`config.mk`:
```
export PLATFORM = sky130hd
export DESIGN_NAME = rgb_to_hsi_color_threshold
export DESIGN_NICKNAME = d
export VERILOG_FILES = /design/src/design/hsi_pkg.sv /design/src/design/hsi_div.sv /design/src/design/rgb_to_hsi_color_threshold.sv
export SDC_FILE = /design/constraint.sdc
export NUM_CORES = 2
export LEC_CHECK = 0
export BUFFER_PORTS_ARGS = -buffer_cell sky130_fd_sc_hd__buf_2
export CAP_MARGIN = 5
export CORE_ASPECT_RATIO = 1.4
export CORE_MARGIN = 5
export CORE_UTILIZATION = 50
export DETAILED_ROUTE_END_ITERATION = 10
export GPL_ROUTABILITY_DRIVEN = 0
export PLACE_DENSITY_LB_ADDON = 0.25
export SETUP_SLACK_MARGIN = 0.1
export SYNTH_ARGS = -nofsm -noshare
export SYNTH_HDL_FRONTEND = slang
export SYNTH_HIERARCHICAL = 1
export SYNTH_SLANG_ARGS = --single-unit
```
`constraint.sdc`:
```
create_clock -name clk_i -period 13.25 [get_ports clk_i]
set_input_delay 1.9875 -clock clk_i [delete_from_list [all_inputs] [get_ports clk_i]]
set_output_delay 1.9875 -clock clk_i [all_outputs]
set_load 0.05 [all_outputs]
```
`src/design/hsi_pkg.sv`:
```
package hsi_pkg;

  // configuration register map
  typedef enum logic [2:0] {
    REG_HUE_LOW  = 3'd0,
    REG_HUE_HIGH = 3'd1,
    REG_SAT_LOW  = 3'd2,
    REG_SAT_HIGH = 3'd3,
    REG_INT_LOW  = 3'd4,
    REG_INT_HIGH = 3'd5
  } cfg_reg_e;

  localparam int unsigned CfgIdxW  = 3;
  localparam int unsigned CfgDataW = 9;

  // hue numerator and divisor are both scaled by 250 so that the 0.0001 turn
  // offset of the blue-minimum formula becomes an integer term
  localparam int unsigned HueScale = 30000;  // 120 degrees * 250
  localparam int unsigned HueOffs  = 9;      // 0.0001 turn * 360 * 250
  localparam int unsigned TurnDiv  = 250;
  localparam int unsigned SatScale = 255;

  // ceil(2^11 / 3), exact divide by three for sums below 2048
  localparam int unsigned IntRecip = 683;

  // stages outside the dividers: front end, numerator build, result register
  localparam int unsigned PreStages  = 2;
  localparam int unsigned PostStages = 1;

endpackage

```
`src/design/hsi_div.sv`:
```
module hsi_div #(
  parameter int unsigned NW = 30,
  parameter int unsigned DW = 17,
  parameter int unsigned QW = 13,
  parameter int unsigned SW = 1
) (
  input  logic          clk_i,
  input  logic          rst_ni,
  input  logic          valid_i,
  input  logic [NW-1:0] num_i,
  input  logic [DW-1:0] den_i,
  input  logic [SW-1:0] side_i,
  output logic          valid_o,
  output logic [QW-1:0] quo_o,
  output logic          exact_o,
  output logic [SW-1:0] side_o
);

  // one quotient bit per stage, restoring
  logic          val  [0:QW];
  logic [DW-1:0] rem  [0:QW];
  logic [QW-1:0] quo  [0:QW];
  logic [QW-1:0] low  [0:QW];
  logic [DW-1:0] den  [0:QW];
  logic [SW-1:0] side [0:QW];

  assign val[0]  = valid_i;
  assign rem[0]  = DW'(num_i[NW-1:QW]);
  assign quo[0]  = '0;
  assign low[0]  = num_i[QW-1:0];
  assign den[0]  = den_i;
  assign side[0] = side_i;

  for (genvar s = 0; s < QW; s++) begin : g_stage
    logic [DW:0]   trial;
    logic          ge;
    logic [DW:0]   diff;
    logic [QW-1:0] quo_d;

    always_comb begin
      trial = {rem[s], low[s][QW-1-s]};
      ge    = trial >= {1'b0, den[s]};
      diff  = trial - {1'b0, den[s]};
      quo_d = quo[s];
      quo_d[QW-1-s] = ge;
    end

    always_ff @(posedge clk_i or negedge rst_ni) begin
      if (!rst_ni) begin
        val[s+1] <= 1'b0;
      end else begin
        val[s+1] <= val[s];
      end
    end

    always_ff @(posedge clk_i) begin
      rem[s+1]  <= ge ? diff[DW-1:0] : trial[DW-1:0];
      quo[s+1]  <= quo_d;
      low[s+1]  <= low[s];
      den[s+1]  <= den[s];
      side[s+1] <= side[s];
    end
  end

  assign valid_o = val[QW];
  assign quo_o   = quo[QW];
  assign exact_o = (rem[QW] == '0);
  assign side_o  = side[QW];

endmodule

```
`src/design/rgb_to_hsi_color_threshold.sv`:
```
// channel   direction  handshake                 payload
// pixel     in         start_i, busy_o           chan_first_i, chan_second_i, chan_third_i
// result    out        done_o (one-cycle strobe)  in_window_o, hue/sat/int_sixteenths_o
// config    in         cfg_valid_i, cfg_ready_o  cfg_index_i, cfg_data_i
//
// one pixel word per clock, every clock; busy_o stays low
// from start to done a word passes through these registered stages:
//   front end, numerator build, one stage per quotient bit of the dividers, result register
// hue and saturation divisions run as parallel restoring pipelines of FRAC_BITS + 9 stages
// intensity uses a reciprocal multiply and rides along in the saturation pipeline
// reset clears the valid bits and loads the default windows
// the receiver cannot stall; results are never held back
module rgb_to_hsi_color_threshold #(
  parameter int unsigned FRAC_BITS = 4
) (
  input  logic                         clk_i,
  input  logic                         rst_ni,
  input  logic                         start_i,
  output logic                         busy_o,
  input  logic [7:0]                   chan_first_i,
  input  logic [7:0]                   chan_second_i,
  input  logic [7:0]                   chan_third_i,
  output logic                         done_o,
  output logic                         in_window_o,
  output logic [12:0]                  hue_sixteenths_o,
  output logic [11:0]                  sat_sixteenths_o,
  output logic [11:0]                  int_sixteenths_o,
  input  logic                         cfg_valid_i,
  output logic                         cfg_ready_o,
  input  logic [hsi_pkg::CfgIdxW-1:0]  cfg_index_i,
  input  logic [hsi_pkg::CfgDataW-1:0] cfg_data_i
);
  import hsi_pkg::*;

  // quotient width covers hue up to 360 degrees; sat and int fit as well
  localparam int unsigned QW  = FRAC_BITS + 9;
  localparam int unsigned HNW = FRAC_BITS + 26;
  localparam int unsigned HDW = 17;
  localparam int unsigned SNW = FRAC_BITS + 18;
  localparam int unsigned SDW = 10;
  localparam int unsigned HOW = (QW > 13) ? QW : 13;
  localparam int unsigned SOW = (QW > 12) ? QW : 12;
  // fraction part of a remainder of one or two thirds
  localparam int unsigned IntOneThird  = (1 << FRAC_BITS) / 3;
  localparam int unsigned IntTwoThirds = (2 << FRAC_BITS) / 3;

  // config registers
  logic [8:0] hue_low_q, hue_high_q;
  logic [7:0] sat_low_q, sat_high_q, int_low_q, int_high_q;

  assign cfg_ready_o = 1'b1;
  assign busy_o      = 1'b0;

  always_ff @(posedge clk_i or negedge rst_ni) begin
    if (!rst_ni) begin
      hue_low_q  <= 9'd0;
      hue_high_q <= 9'd360;
      sat_low_q  <= 8'd0;
      sat_high_q <= 8'd255;
      int_low_q  <= 8'd0;
      int_high_q <= 8'd255;
    end else if (cfg_valid_i && cfg_ready_o) begin
      case (cfg_reg_e'(cfg_index_i))
        REG_HUE_LOW:  hue_low_q  <= cfg_data_i;
        REG_HUE_HIGH: hue_high_q <= cfg_data_i;
        REG_SAT_LOW:  sat_low_q  <= cfg_data_i[7:0];
        REG_SAT_HIGH: sat_high_q <= cfg_data_i[7:0];
        REG_INT_LOW:  int_low_q  <= cfg_data_i[7:0];
        REG_INT_HIGH: int_high_q <= cfg_data_i[7:0];
        default: ;
      endcase
    end
  end

  // front end: sum, minimum channel, hue denominator and ratio term
  logic        accept;
  logic [9:0]  sum_d;
  logic [7:0]  mn;
  logic [8:0]  den_d;
  logic [10:0] x_d;
  logic        blue_d;
  logic [9:0]  smn_d;
  logic        gray_d;

  assign accept = start_i && !busy_o;

  always_comb begin
    sum_d  = 10'(chan_first_i) + 10'(chan_second_i) + 10'(chan_third_i);
    blue_d = 1'b0;
    if (chan_first_i <= chan_second_i && chan_first_i <= chan_third_i) begin
      // red is the minimum
      mn    = chan_first_i;
      den_d = 9'(chan_second_i) + 9'(chan_third_i) - {chan_first_i, 1'b0};
      x_d   = 11'(den_d) + 11'(chan_third_i - chan_first_i);
    end else if (chan_second_i <= chan_third_i) begin
      // green is the minimum
      mn    = chan_second_i;
      den_d = 9'(chan_first_i) + 9'(chan_third_i) - {chan_second_i, 1'b0};
      x_d   = 11'(chan_first_i - chan_second_i) + {1'b0, den_d, 1'b0};
    end else begin
      // blue is the minimum
      mn     = chan_third_i;
      den_d  = 9'(chan_first_i) + 9'(chan_second_i) - {chan_third_i, 1'b0};
      x_d    = 11'(chan_second_i - chan_third_i);
      blue_d = 1'b1;
    end
    smn_d  = sum_d - (10'(mn) + {1'b0, mn, 1'b0});
    gray_d = (chan_first_i == chan_second_i) || (chan_second_i == chan_third_i);
  end

  logic        v1_q;
  logic [9:0]  sum1_q, smn1_q;
  logic [8:0]  den1_q;
  logic [10:0] x1_q;
  logic        blue1_q, gray1_q;

  always_ff @(posedge clk_i or negedge rst_ni) begin
    if (!rst_ni) begin
      v1_q <= 1'b0;
    end else begin
      v1_q <= accept;
    end
  end

  always_ff @(posedge clk_i) begin
    sum1_q  <= sum_d;
    smn1_q  <= smn_d;
    den1_q  <= den_d;
    x1_q    <= x_d;
    blue1_q <= blue_d;
    gray1_q <= gray_d;
  end

  // numerator build: constant products, one stage
  logic            v2_q;
  logic [HNW-1:0]  hnum2_q;
  logic [HDW-1:0]  hden2_q;
  logic [SNW-1:0]  snum2_q;
  logic [SDW-1:0]  sden2_q;
  logic [QW-1:0]   iq2_q;
  logic            ix2_q;
  logic            hzero2_q, szero2_q, gray2_q;
  logic [25:0]     hbase;
  logic [20:0]     iprod;
  logic [9:0]      iq0, i3;
  logic [1:0]      irem;
  logic [QW-1:0]   iq_d;
  logic            ix_d;

  assign hbase = 26'(HueScale) * 26'(x1_q)
               + (blue1_q ? 26'(HueOffs) * 26'(den1_q) : 26'd0);

  // intensity: sum / 3 by reciprocal, remainder picks the fraction bits
  always_comb begin
    iprod = 21'(sum1_q) * 21'(IntRecip);
    iq0   = iprod[20:11];
    i3    = iq0 + {iq0[8:0], 1'b0};
    irem  = sum1_q[1:0] - i3[1:0];
    iq_d  = QW'({iq0[7:0], {FRAC_BITS{1'b0}}});
    ix_d  = (irem == 2'd0);
    case (irem)
      2'd1:    iq_d = iq_d + QW'(IntOneThird);
      2'd2:    iq_d = iq_d + QW'(IntTwoThirds);
      default: ;
    endcase
  end

  always_ff @(posedge clk_i or negedge rst_ni) begin
    if (!rst_ni) begin
      v2_q <= 1'b0;
    end else begin
      v2_q <= v1_q;
    end
  end

  always_ff @(posedge clk_i) begin
    hnum2_q  <= {hbase, {FRAC_BITS{1'b0}}};
    hden2_q  <= HDW'(TurnDiv) * HDW'(den1_q);
    snum2_q  <= {18'(SatScale) * 18'(smn1_q), {FRAC_BITS{1'b0}}};
    sden2_q  <= sum1_q;
    iq2_q    <= iq_d;
    ix2_q    <= ix_d;
    hzero2_q <= (den1_q == '0);
    szero2_q <= (sum1_q == '0);
    gray2_q  <= gray1_q;
  end

  // two division pipelines in lockstep
  logic          hv, hx, sx, ix, hzero3, szero3, gray3;
  logic [QW-1:0] hq, sq, iq;
  logic [QW+2:0] sside3;

  hsi_div #(.NW(HNW), .DW(HDW), .QW(QW), .SW(1)) u_hue_div (
    .clk_i   (clk_i),
    .rst_ni  (rst_ni),
    .valid_i (v2_q),
    .num_i   (hnum2_q),
    .den_i   (hden2_q),
    .side_i  (hzero2_q),
    .valid_o (hv),
    .quo_o   (hq),
    .exact_o (hx),
    .side_o  (hzero3)
  );

  hsi_div #(.NW(SNW), .DW(SDW), .QW(QW), .SW(QW + 3)) u_sat_div (
    .clk_i   (clk_i),
    .rst_ni  (rst_ni),
    .valid_i (v2_q),
    .num_i   (snum2_q),
    .den_i   (sden2_q),
    .side_i  ({szero2_q, gray2_q, ix2_q, iq2_q}),
    .valid_o (),
    .quo_o   (sq),
    .exact_o (sx),
    .side_o  (sside3)
  );

  assign {szero3, gray3, ix, iq} = sside3;

  // window tests on exact values: truncated quotient plus exact flag
  logic [QW-1:0]  hq_f, sq_f, th;
  logic           hx_f, sx_f, tx;
  logic [QW-1:0]  h_lo, h_hi, s_lo, s_hi, i_lo, i_hi;
  logic           h_ge, h_le, hue_ok, pass_d;
  logic [HOW-1:0] hq_ext;
  logic [SOW-1:0] sq_ext, iq_ext;

  always_comb begin
    hq_f = hzero3 ? '0 : hq;
    hx_f = hzero3 ? 1'b1 : hx;
    sq_f = szero3 ? '0 : sq;
    sx_f = szero3 ? 1'b1 : sx;
    // pixels with the first two or the last two channels equal count as hue zero for the window only
    th   = gray3 ? '0 : hq_f;
    tx   = gray3 ? 1'b1 : hx_f;

    h_lo = {hue_low_q, {FRAC_BITS{1'b0}}};
    h_hi = {hue_high_q, {FRAC_BITS{1'b0}}};
    s_lo = QW'({sat_low_q, {FRAC_BITS{1'b0}}});
    s_hi = QW'({sat_high_q, {FRAC_BITS{1'b0}}});
    i_lo = QW'({int_low_q, {FRAC_BITS{1'b0}}});
    i_hi = QW'({int_high_q, {FRAC_BITS{1'b0}}});

    h_ge   = th >= h_lo;
    h_le   = (th < h_hi) || (th == h_hi && tx);
    // low above high wraps through zero
    hue_ok = (hue_low_q <= hue_high_q) ? (h_ge && h_le) : (h_ge || h_le);

    pass_d = hue_ok
          && (sq_f >= s_lo) && ((sq_f < s_hi) || (sq_f == s_hi && sx_f))
          && (iq >= i_lo) && ((iq < i_hi) || (iq == i_hi && ix));

    hq_ext = HOW'(hq_f);
    sq_ext = SOW'(sq_f);
    iq_ext = SOW'(iq);
  end

  logic        done_q, win_q;
  logic [12:0] hue_q;
  logic [11:0] sat_q, int_q;

  always_ff @(posedge clk_i or negedge rst_ni) begin
    if (!rst_ni) begin
      done_q <= 1'b0;
    end else begin
      done_q <= hv;
    end
  end

  always_ff @(posedge clk_i) begin
    win_q <= pass_d;
    hue_q <= hq_ext[12:0];
    sat_q <= sq_ext[11:0];
    int_q <= iq_ext[11:0];
  end

  assign done_o           = done_q;
  assign in_window_o      = win_q;
  assign hue_sixteenths_o = hue_q;
  assign sat_sixteenths_o = sat_q;
  assign int_sixteenths_o = int_q;

endmodule

```
Word level (Yosys, flattened, before mapping)
Cells that the tools add are included.

Reductions and logical operators: 26. Add/subtract/negate cells: 46. Multiplexer cells: 42. $mul: 5. Magnitude comparators: 36. Equality and inequality tests: 12.

Operator list (count): $ge 18x17->1 (13); $mux 17 (13); $sub 17x17->17 (13); $sub 10x10->10 (14); $ge 11x10->1 (12); $mux 10 (13); $mux 13 (4); $add 8x8->9 (4); $sub 8x8->9 (3); $sub 9x9->9 (3); $add 26x13->26 (1); $eq 13x12->1 (2); $ge 13x12->1 (2); $lt 13x12->1 (2); $pmux 13 s2 (1); $le 8x8->1 (3); $mul 11x11->22 const A (1); $mux 11 (2); $logic_not 10->1 (2); $mul 10x10->19 const B (1); $mul 8x10->18 const A (1); $mux 9 (2); $logic_not 17->1 (1); $eq 8x8->1 (2); 28 further kinds (52).

Bits of input ports: 40. Logic and storage cells: 334. Output and inout bits: 41. Bits in registers: 1371.

Logic depth before layout (Yosys ltp)
Depth after elaboration: 11. Mapped depth: 23. Mapped depth without buffers: 22.

Cells and area by module
The synthesis kept the hierarchy.

Modules (own cells, without submodules): hsi_div (u_hue_div) (times used 1, sequential area each 12477.0 um^2, area each 25826.0 um^2, cells an instance 2537); hsi_div (u_sat_div) (times used 1, sequential area each 12877.4 um^2, area each 21100.2 um^2, cells an instance 1670); rgb_to_hsi_color_threshold (times used 1, sequential area each 4634.4 um^2, area each 20264.4 um^2, cells an instance 2079).

Worst setup path before layout
No wires, ideal clock.

Path kind: input -> register. From: in chan_second_i[1]. To: reg smn1_q[9]. Data required time: 13.128 ns. Stages: 22. Slack: 7.036 ns. Arrival time: 6.092 ns. Setup time: 0.122 ns. Buffers on the path: 2. Cell sequence: inv_1 ha_1 nor2b_1 o21ai_0 a21boi_0 o21ai_0 a21boi_0 o21ai_1 a21oi_1 nor2_1 buf_2 clkbuf_1 o21ai_0 fa_1 ha_1 a21oi_1 o21bai_1 a21oi_1 o21bai_1 a21oi_1 o21ai_0 xnor2_1.

Cells in the longest elaborated chain, start to end: 5. Elaborated cells between the ends (all ways): 9. Classes of those cells: add/sub: 4; order compare: 2; mux: 2; reduce/logical: 1.

Ends and longest elaborated chain: start: declaration (RTL line rgb_to_hsi_color_threshold.sv:21) `input logic [7:0] chan_second_i,`; $le 8x8->1 (on tied branches) (RTL line rgb_to_hsi_color_threshold.sv:95, rgb_to_hsi_color_threshold.sv:90); $mux 8 / $logic_and 1x1->1 (equally long branches) (RTL line rgb_to_hsi_color_threshold.sv:95, rgb_to_hsi_color_threshold.sv:90); $mux 8 (RTL line rgb_to_hsi_color_threshold.sv:90) `if (chan_first_i <= chan_second_i && chan_first_i <= chan_third_i) begin`; $add 8x9->10 (RTL line rgb_to_hsi_color_threshold.sv:107) `smn_d = sum_d - (10'(mn) + {1'b0, mn, 1'b0});`; $sub 10x10->10 * (RTL line rgb_to_hsi_color_threshold.sv:107); named net smn_d[9] (RTL line rgb_to_hsi_color_threshold.sv:82) `logic [9:0] smn_d;`; end signal: assignment (RTL line rgb_to_hsi_color_threshold.sv:127) `smn1_q <= smn_d;`; end: declaration (RTL line rgb_to_hsi_color_threshold.sv:112) `logic [9:0] sum1_q, smn1_q;`.

The timed path passes the listed nets; every way through them passes the cells marked *. A chain may end at the register's enable or synchronous reset.

Final worst setup path
From: in chan_third_i[1]. To: reg smn1_q[9].

Cells in the longest elaborated chain, start to end: 5. Elaborated cells between the ends (all ways): 8. Classes of those cells: add/sub: 3; order compare: 2; mux: 2; reduce/logical: 1.

Ends and longest elaborated chain: start: declaration (RTL line rgb_to_hsi_color_threshold.sv:22) `input logic [7:0] chan_third_i,`; $le 8x8->1 (on tied branches) (RTL line rgb_to_hsi_color_threshold.sv:95, rgb_to_hsi_color_threshold.sv:90); $mux 8 / $logic_and 1x1->1 (equally long branches) (RTL line rgb_to_hsi_color_threshold.sv:95, rgb_to_hsi_color_threshold.sv:90); $mux 8 (RTL line rgb_to_hsi_color_threshold.sv:90); $add 8x9->10 (RTL line rgb_to_hsi_color_threshold.sv:107); $sub 10x10->10 * (RTL line rgb_to_hsi_color_threshold.sv:107); named net smn_d[9] (RTL line rgb_to_hsi_color_threshold.sv:82).

Marks and branches as above.

==> impl_metrics.prom <==
# TYPE chip_impl_metric gauge
chip_impl_metric{name="syn_area",unit="um2"} 66900
chip_impl_metric{name="floorplan.die.height",unit="um"} 443
chip_impl_info{name="critical_path.slowest_cell",value="a21o_1"} 1
chip_impl_metric{name="effective_utilization_at_floorplan",unit=""} 0.504
chip_impl_metric{name="nets",unit=""} 7396
chip_impl_metric{name="syn_inst",unit=""} 6273
chip_impl_metric{name="postCtsSetupBuffers",unit=""} 0
chip_impl_info{name="layout.cells.most_common_list",value="dfxtp_1, inv_1, ha_1"} 1
chip_impl_metric{name="port-buffer-count",unit=""} 78
chip_impl_metric{name="fin_crit_sh",unit=""} 0.508
chip_impl_metric{name="drv_slew",unit=""} 0
chip_impl_metric{name="cp.arrival",unit="ns"} 7.36
chip_impl_metric{name="min_period",unit="ns"} 6.73
chip_impl_metric{name="cp_data_required_time",unit="ns"} 13.88
chip_impl_metric{name="die_width",unit="um"} 319
chip_impl_info{name="final_common_cell",value="dfxtp_1"} 1
chip_impl_info{name="critical_path_class",value="input port to flip-flop"} 1
chip_impl_metric{name="timing.max_cap.violations",unit=""} 0
chip_impl_info{name="end_kind",value="flip-flop"} 1
chip_impl_info{name="setup.worst_path.end",value="smn1_q[9]$_DFF_P_"} 1
chip_impl_metric{name="routed-via-count",unit=""} 42343
chip_impl_metric{name="tightestPinTransition",unit="ns"} 1.21
chip_impl_metric{name="worst-r2r-setup-slack",unit="ns"} 7.53
chip_impl_metric{name="setup_viol",unit=""} 0
chip_impl_metric{name="crit_path_max_fanout",unit=""} 16
chip_impl_info{name="cp_common_cell",value="o21ai_0"} 1
chip_impl_metric{name="avgRoutedWirePerCell",unit="um"} 14.8
chip_impl_metric{name="tritoncts.num_buffers",unit=""} 138
chip_impl_metric{name="fraction_of_final_layout_cells_with_drive_strength_greater_than_1",unit=""} 0.106
chip_impl_metric{name="totalWireLength",unit="mm"} 123
chip_impl_metric{name="via_count_of_the_first_global_routing_pass",unit=""} 44779
chip_impl_info{name="rsz_0062_raised_after_global_routing",value="no"} 1
chip_impl_metric{name="cts-htree-levels",unit=""} 4
chip_impl_metric{name="timing.final.hold_violations",unit=""} 0
chip_impl_metric{name="worst_path_largest_cell_delay",unit="ns"} 0.72
chip_impl_metric{name="io_pins",unit=""} 81
chip_impl_info{name="hp-class",value="flip-flop to flip-flop"} 1
chip_impl_metric{name="rr_worst_depth",unit=""} 19
chip_impl_metric{name="postRouteAntennaNets",unit=""} 0
chip_impl_metric{name="number_of_search_and_repair_iterations_in_the_first_detailed_routing_pass",unit=""} 7
chip_impl_info{name="worstReg2RegEnd",value="hnum2_q[29]$_DFF_P_"} 1
chip_impl_metric{name="avgSynthCellArea",unit="um2"} 10.7
chip_impl_metric{name="fillerInstances",unit=""} 11229
chip_impl_metric{name="critPathBufInv",unit=""} 2
chip_impl_metric{name="std_cell_rows",unit=""} 158
chip_impl_metric{name="die_area",unit="um2"} 141000
chip_impl_metric{name="fin_skew",unit="ns"} 0.0293
chip_impl_info{name="worstSetupStartpointType",value="input port"} 1
chip_impl_metric{name="detailed_placement_hpwl",unit="mm"} 97.0
chip_impl_info{name="hold_start",value="u_sat_div/side[83]$_DFF_P_"} 1
chip_impl_info{name="worst_path_dominant_cell_family",value="compound AO/OA/AOI/OAI gates"} 1
chip_impl_metric{name="drc_violations",unit=""} 0
chip_impl_info{name="worstPathCellList",value="buf_2 > inv_1 > ha_1 > nor2b_1 > o21ai_0 > a21boi_1 > o21ai_0 > a21boi_0 > o21ai_1 > a21o_1 > mux2i_1 > o21ai_0 > fa_1 > ha_1 > a21oi_1 > o21bai_1 > a21oi_1 > o21bai_1 > a21oi_1 > o21ai_0 > xnor2_1"} 1
chip_impl_metric{name="wire_length_of_the_first_global_routing_pass",unit="mm"} 207
chip_impl_info{name="crit_path_start",value="chan_third_i[1]"} 1
chip_impl_metric{name="design.core.area",unit="um2"} 133000
chip_impl_metric{name="register_area",unit="um2"} 29700
chip_impl_metric{name="multi_input_area",unit="um2"} 33600
chip_impl_metric{name="maxClockFrequency",unit="MHz"} 149
chip_impl_metric{name="yosysWarnings",unit=""} 6
chip_impl_metric{name="cts.clk_slew.worst_paths",unit="ns"} 0.06
chip_impl_metric{name="initialDrtViolationCount",unit=""} 1430
chip_impl_metric{name="grt.overflow.total",unit=""} 0
chip_impl_metric{name="fin_tns_setup",unit="ns"} 0
chip_impl_metric{name="ctsLongestPathBuffers",unit=""} 3
chip_impl_metric{name="crit_cells",unit=""} 21
chip_impl_metric{name="clock_sinks",unit=""} 1464
chip_impl_metric{name="syn2layout_area_growth",unit="%"} 10.7
chip_impl_metric{name="worstSkewPairLatency",unit="ns"} 0.75
chip_impl_metric{name="via_per_inst",unit=""} 5.10
chip_impl_metric{name="cts_hold_repair.buffers",unit=""} 0
chip_impl_info{name="clockRootBuffer",value="clkbuf_16"} 1
chip_impl_metric{name="track_usage",unit=""} 0.174
chip_impl_info{name="cts_tree",value="yes"} 1
chip_impl_info{name="status",value="finished, final reports clean"} 1
chip_impl_info{name="timing.rr.start",value="x1_q[9]$_DFF_P_"} 1
chip_impl_metric{name="grt_start_max_net_pins",unit=""} 57
chip_impl_metric{name="cts_repair_resize_count",unit=""} 0
chip_impl_metric{name="maxSlewHeadroom",unit=""} 0.176
chip_impl_metric{name="antenna_violations_before_repair",unit=""} 0
## registers in the layout, summed over array words and instances (netlist names), 12 cells and up
name                     count
u_hue_div/val               12
int_sixteenths_o            12
u_sat_div/low               66
u_sat_div/quo_o             13
u_sat_div/side             192
u_hue_div/quo_o             13
u_hue_div/g_stage.trial    216
hue_sixteenths_o            13
u_hue_div/g_stage.quo_d     78
u_hue_div/den              204
u_hue_div/low               66
u_sat_div/den              120
u_hue_div/rem               17
u_sat_div/g_stage.trial    132
sat_sixteenths_o            12
hden2_q                     16
u_sat_div/side_o            16
u_sat_div/g_stage.quo_d     78
u_hue_div/side              12
hnum2_q                     26
snum2_q                     18
## metrics by stage
stage	std cells	util	cell area, um2	hold slack (ns)	worst slack, ns
2_1_floorplan	6284	-	66900	0.310	7.04
3_3_place_gp	8050	0.521	69100	0.310	5.96
3_5_place_dp	8050	0.521	69100	0.312	5.85
4_1_cts	8302	0.558	74000	0.302	6.70
5_1_grt	8302	0.558	74000	0.310	6.09
6_report	8303	0.558	74000	0.304	6.52
## metal layers
| layer | wire (um) | vias up | global-route usage | part of all wire |
|---|---|---|---|---|
| li1 | - | 21536 | - | - |
| met1 | 46000 | 19775 | 0.171 | 0.37 |
| met2 | 66600 | 661 | 0.345 | 0.54 |
| met3 | 3340 | 371 | 0.0268 | 0.027 |
| met4 | 7000 | 0 | 0.0938 | 0.057 |
| met5 | 0 | - | 0 | 0 |
## worst min-delay path by stage
stage	to	slack, ns	depth (start not counted)
final	u_sat_div/side[67]$_DFF_P_	0.30	0
after global routing	u_sat_div/side[96]$_DFF_P_	0.31	0
after CTS	u_sat_div/g_stage[8].quo_d[8]$_DFF_P_	0.30	0
after detailed placement	u_hue_div/g_stage[10].quo_d[6]$_DFF_P_	0.31	0
after global placement	u_sat_div/side[98]$_DFF_P_	0.31	0
after floorplan	gray2_q$_DFF_P_	0.31	0
## layout make-up
class | count | area share
multi-input combinational | 3894 | 0.454
clock inverter | 62 | 0.0124
timing repair buffer | 93 | 0.00680
sequential | 1464 | 0.401
clock buffer | 190 | 0.0537
tap | 1760 | 0.0298
antenna | 1 | 0.0000338
inverter | 839 | 0.0426
Power is not shown: default switching activity piles up to over one toggle a cycle in this logic, so the estimate is an artifact.
